## src/design/ffpa_pkg.sv

```systemverilog
// ============================================================================
// First-fit pool allocator package
// Shared field widths, pool size, action codes and the command and status
// bundles that pass between the controller and the datapath.
// ============================================================================
package ffpa_pkg;

   // Pool size in bytes; the offset fields below are sized for it.
   localparam int POOL_SIZE = 2048;

   // Field widths of the input and result items.
   localparam int ACTION_W    = 2;
   localparam int REQ_W       = 16;
   localparam int OFF_W       = 11;
   localparam int COPY_W      = 11;
   localparam int REQ_TDATA_W = 32;
   localparam int RSP_TDATA_W = 24;

   // Action codes carried in the input beat.
   typedef enum logic [ACTION_W-1:0] {
      ACT_ALLOC   = 2'd0,
      ACT_RELEASE = 2'd1,
      ACT_RESIZE  = 2'd2,
      ACT_NONE    = 2'd3
   } action_type;

   // Datapath operations issued by the controller, one per cycle.
   typedef enum logic [3:0] {
      OP_IDLE       = 4'd0,
      OP_INIT       = 4'd1,
      OP_LOAD       = 4'd2,
      OP_WALK_START = 4'd3,
      OP_WALK       = 4'd4,
      OP_SPLIT      = 4'd5,
      OP_RD_HDR     = 4'd6,
      OP_RSZ_CHK    = 4'd7,
      OP_REL_MARK   = 4'd8,
      OP_REL_MERGE  = 4'd9
   } dp_op_type;

   // Controller to datapath.
   typedef struct packed {
      dp_op_type op;
      logic      set_moved;
      logic      publish;
   } ffpa_cmd_type;

   // Datapath to controller.
   typedef struct packed {
      action_type act;
      logic       ptr_zero;
      logic       ptr_ok;
      logic       req_zero;
      logic       fit;
      logic       split;
      logic       walk_end;
      logic       in_place;
      logic       mark_end;
      logic       merge_end;
   } ffpa_status_type;

endpackage

```

## src/design/ffpa_ctrl.sv

```systemverilog
// ============================================================================
// First-fit pool allocator controller
// Sequences allocate, release and resize over the datapath and owns the
// input and result handshakes.
// ============================================================================
module ffpa_ctrl
   import ffpa_pkg::*;
(
   input  logic            clock,
   input  logic            reset,
   input  logic            req_tvalid,
   output logic            req_tready,
   output logic            rsp_tvalid,
   input  logic            rsp_tready,
   input  ffpa_status_type status,
   output ffpa_cmd_type    cmd
);

   typedef enum logic [11:0] {
      ST_INIT      = 12'b0000_0000_0001,
      ST_IDLE      = 12'b0000_0000_0010,
      ST_DECODE    = 12'b0000_0000_0100,
      ST_ALLOC     = 12'b0000_0000_1000,
      ST_WALK      = 12'b0000_0001_0000,
      ST_SPLIT     = 12'b0000_0010_0000,
      ST_RSZ_RD    = 12'b0000_0100_0000,
      ST_RSZ_CHK   = 12'b0000_1000_0000,
      ST_REL_RD    = 12'b0001_0000_0000,
      ST_REL_MARK  = 12'b0010_0000_0000,
      ST_REL_MERGE = 12'b0100_0000_0000,
      ST_DONE      = 12'b1000_0000_0000
   } state_type;

   state_type state_ff, state_in;
   logic      relocate_ff, relocate_in;
   logic      rsp_valid_ff, rsp_valid_in;

   // Next state and command decode.
   always_comb begin
      state_in      = state_ff;
      relocate_in   = relocate_ff;
      cmd.op        = OP_IDLE;
      cmd.set_moved = 1'b0;
      cmd.publish   = 1'b0;
      req_tready    = 1'b0;

      case (state_ff)
         ST_INIT: begin
            cmd.op   = OP_INIT;
            state_in = ST_IDLE;
         end
         ST_IDLE: begin
            req_tready = 1'b1;
            if (req_tvalid) begin
               cmd.op      = OP_LOAD;
               relocate_in = 1'b0;
               state_in    = ST_DECODE;
            end
         end
         ST_DECODE: begin
            state_in = ST_DONE;
            case (status.act)
               ACT_ALLOC: begin
                  if (!status.req_zero) begin
                     state_in = ST_ALLOC;
                  end
               end
               ACT_RELEASE: begin
                  if (!status.ptr_zero && status.ptr_ok) begin
                     state_in = ST_REL_RD;
                  end
               end
               ACT_RESIZE: begin
                  if (status.ptr_zero) begin
                     if (!status.req_zero) begin
                        state_in = ST_ALLOC;
                     end
                  end else if (status.ptr_ok) begin
                     state_in = status.req_zero ? ST_REL_RD : ST_RSZ_RD;
                  end
               end
               default: begin
               end
            endcase
         end
         ST_ALLOC: begin
            cmd.op   = OP_WALK_START;
            state_in = ST_WALK;
         end
         ST_WALK: begin
            // One block of the chain per cycle.
            cmd.op = OP_WALK;
            if (status.fit) begin
               if (status.split) begin
                  state_in = ST_SPLIT;
               end else if (relocate_ff) begin
                  cmd.set_moved = 1'b1;
                  state_in      = ST_REL_RD;
               end else begin
                  state_in = ST_DONE;
               end
            end else if (status.walk_end) begin
               state_in = ST_DONE;
            end
         end
         ST_SPLIT: begin
            cmd.op = OP_SPLIT;
            if (relocate_ff) begin
               cmd.set_moved = 1'b1;
               state_in      = ST_REL_RD;
            end else begin
               state_in = ST_DONE;
            end
         end
         ST_RSZ_RD: begin
            cmd.op   = OP_RD_HDR;
            state_in = ST_RSZ_CHK;
         end
         ST_RSZ_CHK: begin
            cmd.op = OP_RSZ_CHK;
            if (status.in_place) begin
               state_in = ST_DONE;
            end else begin
               relocate_in = 1'b1;
               state_in    = ST_ALLOC;
            end
         end
         ST_REL_RD: begin
            cmd.op   = OP_RD_HDR;
            state_in = ST_REL_MARK;
         end
         ST_REL_MARK: begin
            cmd.op   = OP_REL_MARK;
            state_in = status.mark_end ? ST_DONE : ST_REL_MERGE;
         end
         ST_REL_MERGE: begin
            cmd.op = OP_REL_MERGE;
            if (status.merge_end) begin
               state_in = ST_DONE;
            end
         end
         ST_DONE: begin
            // Hand the result over once the output register is free.
            if (!rsp_valid_ff || rsp_tready) begin
               cmd.publish = 1'b1;
               state_in    = ST_IDLE;
            end
         end
         default: begin
            state_in = ST_INIT;
         end
      endcase
   end

   // Output register valid flag.
   always_comb begin
      if (cmd.publish) begin
         rsp_valid_in = 1'b1;
      end else if (rsp_tready) begin
         rsp_valid_in = 1'b0;
      end else begin
         rsp_valid_in = rsp_valid_ff;
      end
   end

   always_ff @(posedge clock) begin
      if (reset) begin
         state_ff     <= ST_INIT;
         relocate_ff  <= 1'b0;
         rsp_valid_ff <= 1'b0;
      end else begin
         state_ff     <= state_in;
         relocate_ff  <= relocate_in;
         rsp_valid_ff <= rsp_valid_in;
      end
   end

   assign rsp_tvalid = rsp_valid_ff;

endmodule

```

## config.mk

```make
export PLATFORM = sky130hd
export DESIGN_NAME = ffpa_ctrl
export DESIGN_NICKNAME = d
export VERILOG_FILES = /design/src/design/ffpa_pkg.sv /design/src/design/ffpa_ctrl.sv
export SDC_FILE = /design/constraint.sdc
export NUM_CORES = 1
export LEC_CHECK = 0
export ABC_AREA = 1
export BUFFER_PORTS_ARGS = -buffer_cell sky130_fd_sc_hd__buf_2
export CAP_MARGIN = 25
export CORE_MARGIN = 1.5
export CORE_UTILIZATION = 48
export DETAILED_ROUTE_END_ITERATION = 7
export PLACE_DENSITY_LB_ADDON = 0.08
export SETUP_SLACK_MARGIN = 0.02
export SLEW_MARGIN = 20
export SYNTH_ARGS = -nofsm -noshare
export SYNTH_HDL_FRONTEND = slang
export SYNTH_SLANG_ARGS = --single-unit
export TNS_END_PERCENT = 1
```

## constraint.sdc

```tcl
create_clock -name clock -period 1.5 [get_ports clock]
set_input_delay 0.45 -clock clock [delete_from_list [all_inputs] [get_ports clock]]
set_output_delay 0.45 -clock clock [all_outputs]
set_load 0.005 [all_outputs]
```

---- Word-level counts from Yosys, hierarchy flattened ----
Cells that the tools add are included.
W data, S select, Z words.
word-level totals
  logic and storage cells ................. 62
  bits in registers ....................... 14
  output and inout bits ................... 8
  input port bits ......................... 15
cells by class
  equality and inequality tests ........... 19
  reduce and logical (&&, ||, !) cells .... 10
  muxes and demuxes ....................... 30
operator list
  kind                    count
  $mux W12                13
  $pmux W12 S12           1
  $pmux W12 S3            1
  $pmux W4 S9             1
  $eq A12 B1 Y1 const B   1
  $eq A12 B10 Y1 const B  1
  $eq A12 B11 Y1 const B  1
  $eq A12 B12 Y1 const B  1
  $eq A12 B2 Y1 const B   1
  $eq A12 B3 Y1 const B   1
  $eq A12 B4 Y1 const B   1
  $eq A12 B5 Y1 const B   1
  $eq A12 B6 Y1 const B   1
  $eq A12 B7 Y1 const B   1
  $eq A12 B8 Y1 const B   1
  $eq A12 B9 Y1 const B   1
  $mux W1                 10
  $mux W9                 1
  $ne A2 B2 Y1 const B    4
  $pmux W1 S2             2
  $reduce_and A4 Y1       1
  $reduce_bool A2 Y1      2
  $ne A3 B3 Y1 const B    1
  $reduce_and A3 Y1       1
  other kinds (8)         9

---- Longest topological paths before layout ----
Gate-level depths: netlist of the first run.
  depth after elaboration ................. 5
  gate-level depth with buffers ........... 10
  depth with buffers taken out ............ 10

---- Least setup slack after synthesis of the first run ----
No wires, ideal clock.
  kind .................................... reg-to-output
  start point ............................. register state_ff[0]
  end point ............................... output port cmd[1] (netlist bit)
  arrival ................................. 1106 ps
  path slack .............................. -56 ps
  path buffers ............................ 0
  data required time ...................... 1050 ps
  cell stages (with the launch flop) ...... 8
  cells stage by stage .................... dfxtp_1 -> nor2_4 -> nand2_4 -> nor2_4 -> nand4_1 -> o21ai_2 -> nand2_1 -> inv_1
RTL lines
  element                 RTL line          source
  from (decl)             ffpa_ctrl.sv:34   state_type state_ff, state_in;
  from (signal assigned)  ffpa_ctrl.sv:172  state_ff <= state_in;
  to (decl)               ffpa_ctrl.sv:16   output ffpa_cmd_type cmd

==> metrics.txt, run 1 <==
most frequent cells after synthesis=nand2_1, nor2_1, inv_1, nand3_1, dfxtp_1; area post-placement=0.00147 mm²; global route overflow=0; final max-slew violation count=0; P_leak=0.000839 µW; register area=294 µm²; Synth area leaders=dfxtp_1, nand2_1, nor2_1; Final Setup Violations=11; Root Driver=clkbuf_4; H-tree levels=1; WL per Instance=11.7 µm; worst-case hold slack=449 ps; layout cells sized above 1=0.489; Worst Path Required=1050 ps; failing checks=negative setup slack; Crit Path Max Fanout=4; Setup CP Type=flip-flop to primary output; maxcap violations=0; crit share post-route=1.37; Post-synth EDFFs=0; largest net degree at the start of global routing=12; drt initial violations=27; Syn Std Cell Area=0.00108 mm²; count of different cell masters after synthesis=28; total vias in the final route=1,233; area grow syn2layout=47.1%; ant diodes=0; DRT Pass-1 Iters=4; final weighted congestion in routability-driven placement=0.864; Peak Freq=486 MHz; slew margin rel.=0.756; Skew-Pair Late Insertion Delay=280 ps; post-synth top area share=0.258; sequential share of the synthesized area=0.258; num rows=17; ys flop type=dfxtp_1; most frequent cell after synthesis=nand2_1; Layout Utilization=0.735; crit path cell chain=nor2_4 -> nand2_4 -> buf_4 -> nor2_8 -> nand4_1 -> nand3_1 -> nand3b_1 -> buf_2; min Tclk post-route=2060 ps; Synthesized Nets=178; Ys Warns=0; DPL Wire Length=2370 µm; Hold Path Class=primary input to flip-flop; CTS tree=yes; Cells after DPL=244; final worst slack=-558 ps; Power Dens Cells=641 mW/mm²; DRC=0; clk_skew=7.05 ps; Routed WL=2970 µm; area leader, netlist=dfxtp_1; final hold vios=0; worst path arrival time=1610 ps; IO buf count=22; fin nets=242; IO Pins=23; Die W=50.5 µm; vias in the first global route=1,181; pre-CTS setup slack=-260 ps; Starting Density=0.500; Worst VDD drop=0.000427 V; area of the multi-input gates=736 µm²; Critical Path Max Stage Delay=360 ps; critical path endpoint category=primary output; post-route cell area=0.00160 mm²; first-pass GRT wire length=4910 µm; ANT nets after route=0; die height=50.5 µm; final std cells w/o fill=253; clk buf depth=2; Core Area=0.00217 mm²; total CTS buffers=3; Avg Cell Area, Syn=6.66 µm²; total track usage=0.256; Clock Sinks=14; die area=0.00255 mm²; Fill cells=194; RSZ-0062 raised after global routing=true; synthesis-stage register bit count=14; antenna violations before repair=0; CP max-delay cell=dfxtp_1; status=finished with violations; cells after synthesis=163; Critical Path Source Type=flip-flop; Via-to-Cell Ratio=4.87; Post-synth ARST share=0; clock slew at reported path FFs=80 ps; Worst Max-Slew Pin Slew=363 ps
[kinds of logic after synthesis]
| family | count (synthesis) | share of synthesized area |
|---|---|---|
| compound gates | 12 | 0.0715 |
| buf+inv | 29 | 0.104 |
| simple gates | 108 | 0.566 |
| flops | 14 | 0.258 |
[cell usage in the layout, fill, tap and decap left out]
| master | instances |
|---|---|
| nor3b_1 | 1 |
| inv_2 | 5 |
| buf_6 | 1 |
| o21ai_2 | 2 |
| buf_2 | 22 |
| or2_1 | 2 |
| nor2_1 | 19 |
| nor4_1 | 1 |
| nor3_1 | 2 |
| nand2_4 | 3 |
| nor3_4 | 1 |
| a21oi_2 | 2 |
| nand3b_1 | 2 |
| o21ai_0 | 1 |
| nand3_2 | 1 |
| dfxtp_2 | 8 |
| nand2_1 | 31 |
| clkbuf_4 | 3 |
| nand2_2 | 2 |
| nor2_8 | 2 |
| dfxtp_1 | 5 |
| buf_4 | 38 |
| nand4_2 | 1 |
| nor2_4 | 10 |
| inv_1 | 22 |
| nand3b_2 | 1 |
| nand4_1 | 7 |
| nor3_2 | 2 |
| o21ai_1 | 1 |
| o211ai_1 | 1 |
| nor2_2 | 5 |
| dfxtp_4 | 1 |
| nand3_1 | 15 |
| a21oi_1 | 5 |
[routing by layer]
| layer | track usage | up-vias | part of all wire |
|---|---|---|---|
| li1 | - | 648 | - |
| met1 | 0.315 | 552 | 0.45 |
| met2 | 0.447 | 29 | 0.51 |
| met3 | 0.0357 | 4 | 0.034 |
| met4 | 0.0991 | 0 | 0.012 |
| met5 | 0 | - | 0 |
[registers in the layout, summed over array words and instances (netlist names)]
signal,flops
state_ff,12
rsp_tvalid,1
relocate_ff,1
[layout make-up]
class,count,area share
multi-input combinational,120,0.461
timing repair buffer,61,0.255
sequential,14,0.184
inverter,27,0.0635
tap,28,0.0220
clock buffer,3,0.0141
[critical path, delay by kind of cell, from the launching register on]
| family | cells | cell delay [ps] |
|---|---|---|
| AND/OR/NAND/NOR | 6 | 700 |
| flip-flops | 1 | 360 |
| buffers and inverters | 2 | 270 |
[worst paths after layout]
check,start,endpoint,slack (ps),depth (start not counted)
max,state_ff[10],cmd[2],-560,8
min,status[4],state_ff[5],450,2
max reg2reg,state_ff[10],state_ff[8],-110,11
min reg2reg,relocate_ff,relocate_ff,540,2
[power breakdown]
| part | internal (µW) | switching (µW) |
|---|---|---|
| combinational | 194 | 204 |
| clock | 93.0 | 117 |
| sequential | 392 | 21.3 |
| total | 679 | 343 |
[per-stage QoR]
step	total power (µW)	setup TNS, ps
after floorplan	627	-97.5
after global placement	778	-1070
after detailed placement	781	-1230
after CTS	1010	-3130
after global routing	1080	-4690
final	1020	-3330
[what timing repair did]
| action | CTS | global route |
|---|---|---|
| gates resized for setup | 10 | 11 |
| pin swaps | 9 | 9 |
| hold buffers | 0 | 0 |
| buffers inserted | 4 | 2 |
| endpoints found under the setup margin | 15 | 16 |
Power figures use the tool's default switching activity.
==> inputs of run 2 (changes only) <==
Settings changed: ABC_AREA 1 to not set, CORE_UTILIZATION 48 to 47.
==> run 2 against run 1 <==
  * The run still ends with negative setup slack left
  * Fmax down 12%
  * Sequential power fell by 6.1%
  * Setup slack got worse by 270 ps
  * Sequential share of layout area increased by 0.44 points
  * Die area down 6.9%
  * Total power fell by 7.6%
  * Critical path depth is 3 lower
  * Largest cell class unchanged
==> metrics.txt, run 2 <==
Cells after DPL=214 (-12%); Crit Path Max Fanout=4 (unchanged); ys flop type=dfxtp_1; clk_skew=1.57 ps (-5.48 ps); Internal=671 µW (-1.3%); global route overflow=0 (unchanged); Power Dens Cells=628 mW/mm² (-2.0%); Root Driver=clkbuf_4; Die W=48.8 µm (-3.5%); ANT nets after route=0 (unchanged); cell depth of the worst setup path=5 (-3); Core Area=0.00196 mm² (-9.6%); Ys Warns=0 (unchanged); r2r worst-path depth=5 (-6); status=finished with violations; total vias in the final route=1,227 (-0.49%); min Tclk post-route=2330 ps (+271 ps); num rows=16 (-1); CP startpoint=state_ff[2]; WL per Instance=14.8 µm (+26%); CP delay by family, top=simple AND/OR/NAND/NOR gates; Peak Freq=429 MHz (-12%); post-route cell area=0.00151 mm² (-5.6%); crit share post-route=1.55 (+0.181); post-synth top area share=0.285 (+0.0263); Hold Path Class=primary input to flip-flop; Clock Sinks=14 (unchanged); final std cells w/o fill=219 (-13%); FF-to-FF setup slack=-300 ps (-190 ps); crit path cell chain=or4_4 -> nor4_4 -> buf_4 -> o211a_1 -> buf_2; Net Sw Power=274 µW (-20%); CP max-delay cell=or4_4; area of the multi-input gates=692 µm² (-6.0%); Via-to-Cell Ratio=5.60 (+15%); Critical Path Source Type=flip-flop; area leader, netlist=dfxtp_1; total track usage=0.269 (+0.0129); final hold vios=0 (unchanged); register area=284 µm² (-3.4%); Skew-Pair Late Insertion Delay=280 ps (about the same); most frequent cells in the layout=buf_4, buf_2, nor2_1; critical path endpoint category=primary output; first-pass GRT wire length=5060 µm (+3.1%); Worst Path Required=1050 ps (about the same); Worst Max-Slew Pin Slew=446 ps (+82.3 ps); P_leak=0.000712 µW (-15%); area post-placement=0.00141 mm² (-4.4%); Worst VDD drop=0.000475 V (+11%); Seq pwr share=0.411 (+0.007); DPL Wire Length=2490 µm (+5.2%); drt initial violations=31 (+15%); clock power share=0.301 (+0.095); DRC=0 (unchanged); count of different cell masters after synthesis=43 (+54%); Critical Path Max Stage Delay=580 ps (+220 ps); Fill cells=157 (-19%); Worst Hold Depth=2 (unchanged); area grow syn2layout=52.9%; Synthesized Nets=144 (-19%); Syn Std Cell Area=985 µm² (-9.2%); critical path buffer and inverter count=2 (unchanged); Final Setup Violations=19 (+8); hold_sp=status[4]; largest net degree at the start of global routing=10 (-2); worst r2r src=state_ff[9]; Post-synth ARST share=0 (unchanged); Routed WL=3240 µm (+9.3%); Post-synth EDFFs=0 (unchanged); sequential share of the synthesized area=0.285 (+0.0263); Synth area leaders=dfxtp_1, nor2_1, nand2_1; Setup CP Type=flip-flop to primary output; Starting Density=0.502 (+0.00191); most frequent cells after synthesis=nor2_1, dfxtp_1, nand2_1, a21oi_1, inv_1; CTS tree=yes; combinational share of power=0.288 (-0.102); worst path arrival time=1880 ps (+270 ps); maxcap violations=0 (unchanged); die area=0.00238 mm² (-6.9%); final worst slack=-829 ps (-271 ps); DRT Pass-1 Iters=4 (unchanged); most frequent cell after synthesis=nor2_1; Avg Cell Area, Syn=7.63 µm² (+15%); die height=48.8 µm (-3.5%); antenna violations before repair=0 (unchanged); switching part of the total power=0.290 (-0.0454); IO buf count=22 (unchanged); clk buf depth=2 (unchanged); synthesis-stage register bit count=14 (unchanged); vias in the first global route=1,121 (-5.1%); slew margin rel.=0.700 (-0.0554); Largest register FFs=12 (unchanged); RSZ-0062 raised after global routing=true; total CTS buffers=3 (unchanged); final weighted congestion in routability-driven placement=0.921 (+6.6%); fin nets=208 (-14%); cells after synthesis=129 (-21%); failing checks=negative setup slack; most common cell after layout, fill and taps aside=buf_4; clock slew at reported path FFs=90 ps (about the same); Biggest register=state_ff; ant diodes=0 (unchanged); H-tree levels=1 (unchanged); layout cells sized above 1=0.464 (-0.0253); IO Pins=23 (unchanged); final max-slew violation count=0 (unchanged)
## run 2: cell count changes after synthesis, sizes merged, moves of 8 or more
cell,previous run,this run
nor2,36,18
nand2,36,13
nand3,16,3
inv,27,8
nor4,1,9
## run 2: routing by layer
layer  track usage  vias to the layer above  wire length [µm]
met5             0                        -                 0
li1              -                      602                 -
met2         0.459                       31              1560
met4        0.0571                        0                25
met1         0.367                      590              1500
met3        0.0276                        4               149
## run 2: worst reg2reg max path, cell delays in order, from the launching register on
cell	delay [ps]
dfxtp_1	320
or4_4	580
nor4_4	320
buf_4	170
nand2b_2	70
a32o_1	240
## run 2: cells by family after synthesis
logic type             share of synthesized area
flip-flops                                 0.285
AND/OR/NAND/NOR                            0.485
buffers and inverters                     0.0623
XOR/XNOR                                  0.0178
AO/OA/AOI/OAI                              0.150
## run 2: final timing paths
check / endpoint
setup reg to reg: state_ff[11]
hold / removal: state_ff[5]
hold reg to reg: rsp_tvalid
setup / recovery: cmd[1]
## run 2: timing repair
action	CTS	global route
buffers inserted	1	0
resized for setup	6	8
setup endpoints to repair	21	21
hold endpoints to repair	0	0
hold buffers	0	0
pin swaps	5	7
## run 2: cell type report
class                      count  area share
multi-input combinational    102       0.460
sequential                    14       0.189
clock buffer                   4      0.0241
timing repair buffer          64       0.285
tap                           27      0.0224
inverter                       8      0.0200
## run 2: per-stage QoR
stage	worst slack [ps]	power (µW)	TNS, ps	hold WS, ps	utilization
floorplan	-464	509	-3690	478	-
CTS	-806	924	-7690	454	0.754
global placement	-521	634	-5440	471	0.716
global route	-903	978	-9220	446	0.767
detailed placement	-513	640	-5980	488	0.716
finish	-829	945	-7700	442	0.767
## run 2: power by group through the flow
stage	clock (µW)	combinational [µW]	sequential, µW
2_1_floorplan	0	109	400
3_3_place_gp	0	239	395
3_5_place_dp	0	244	396
4_1_cts	276	261	387
5_1_grt	297	293	389
6_report	284	272	388
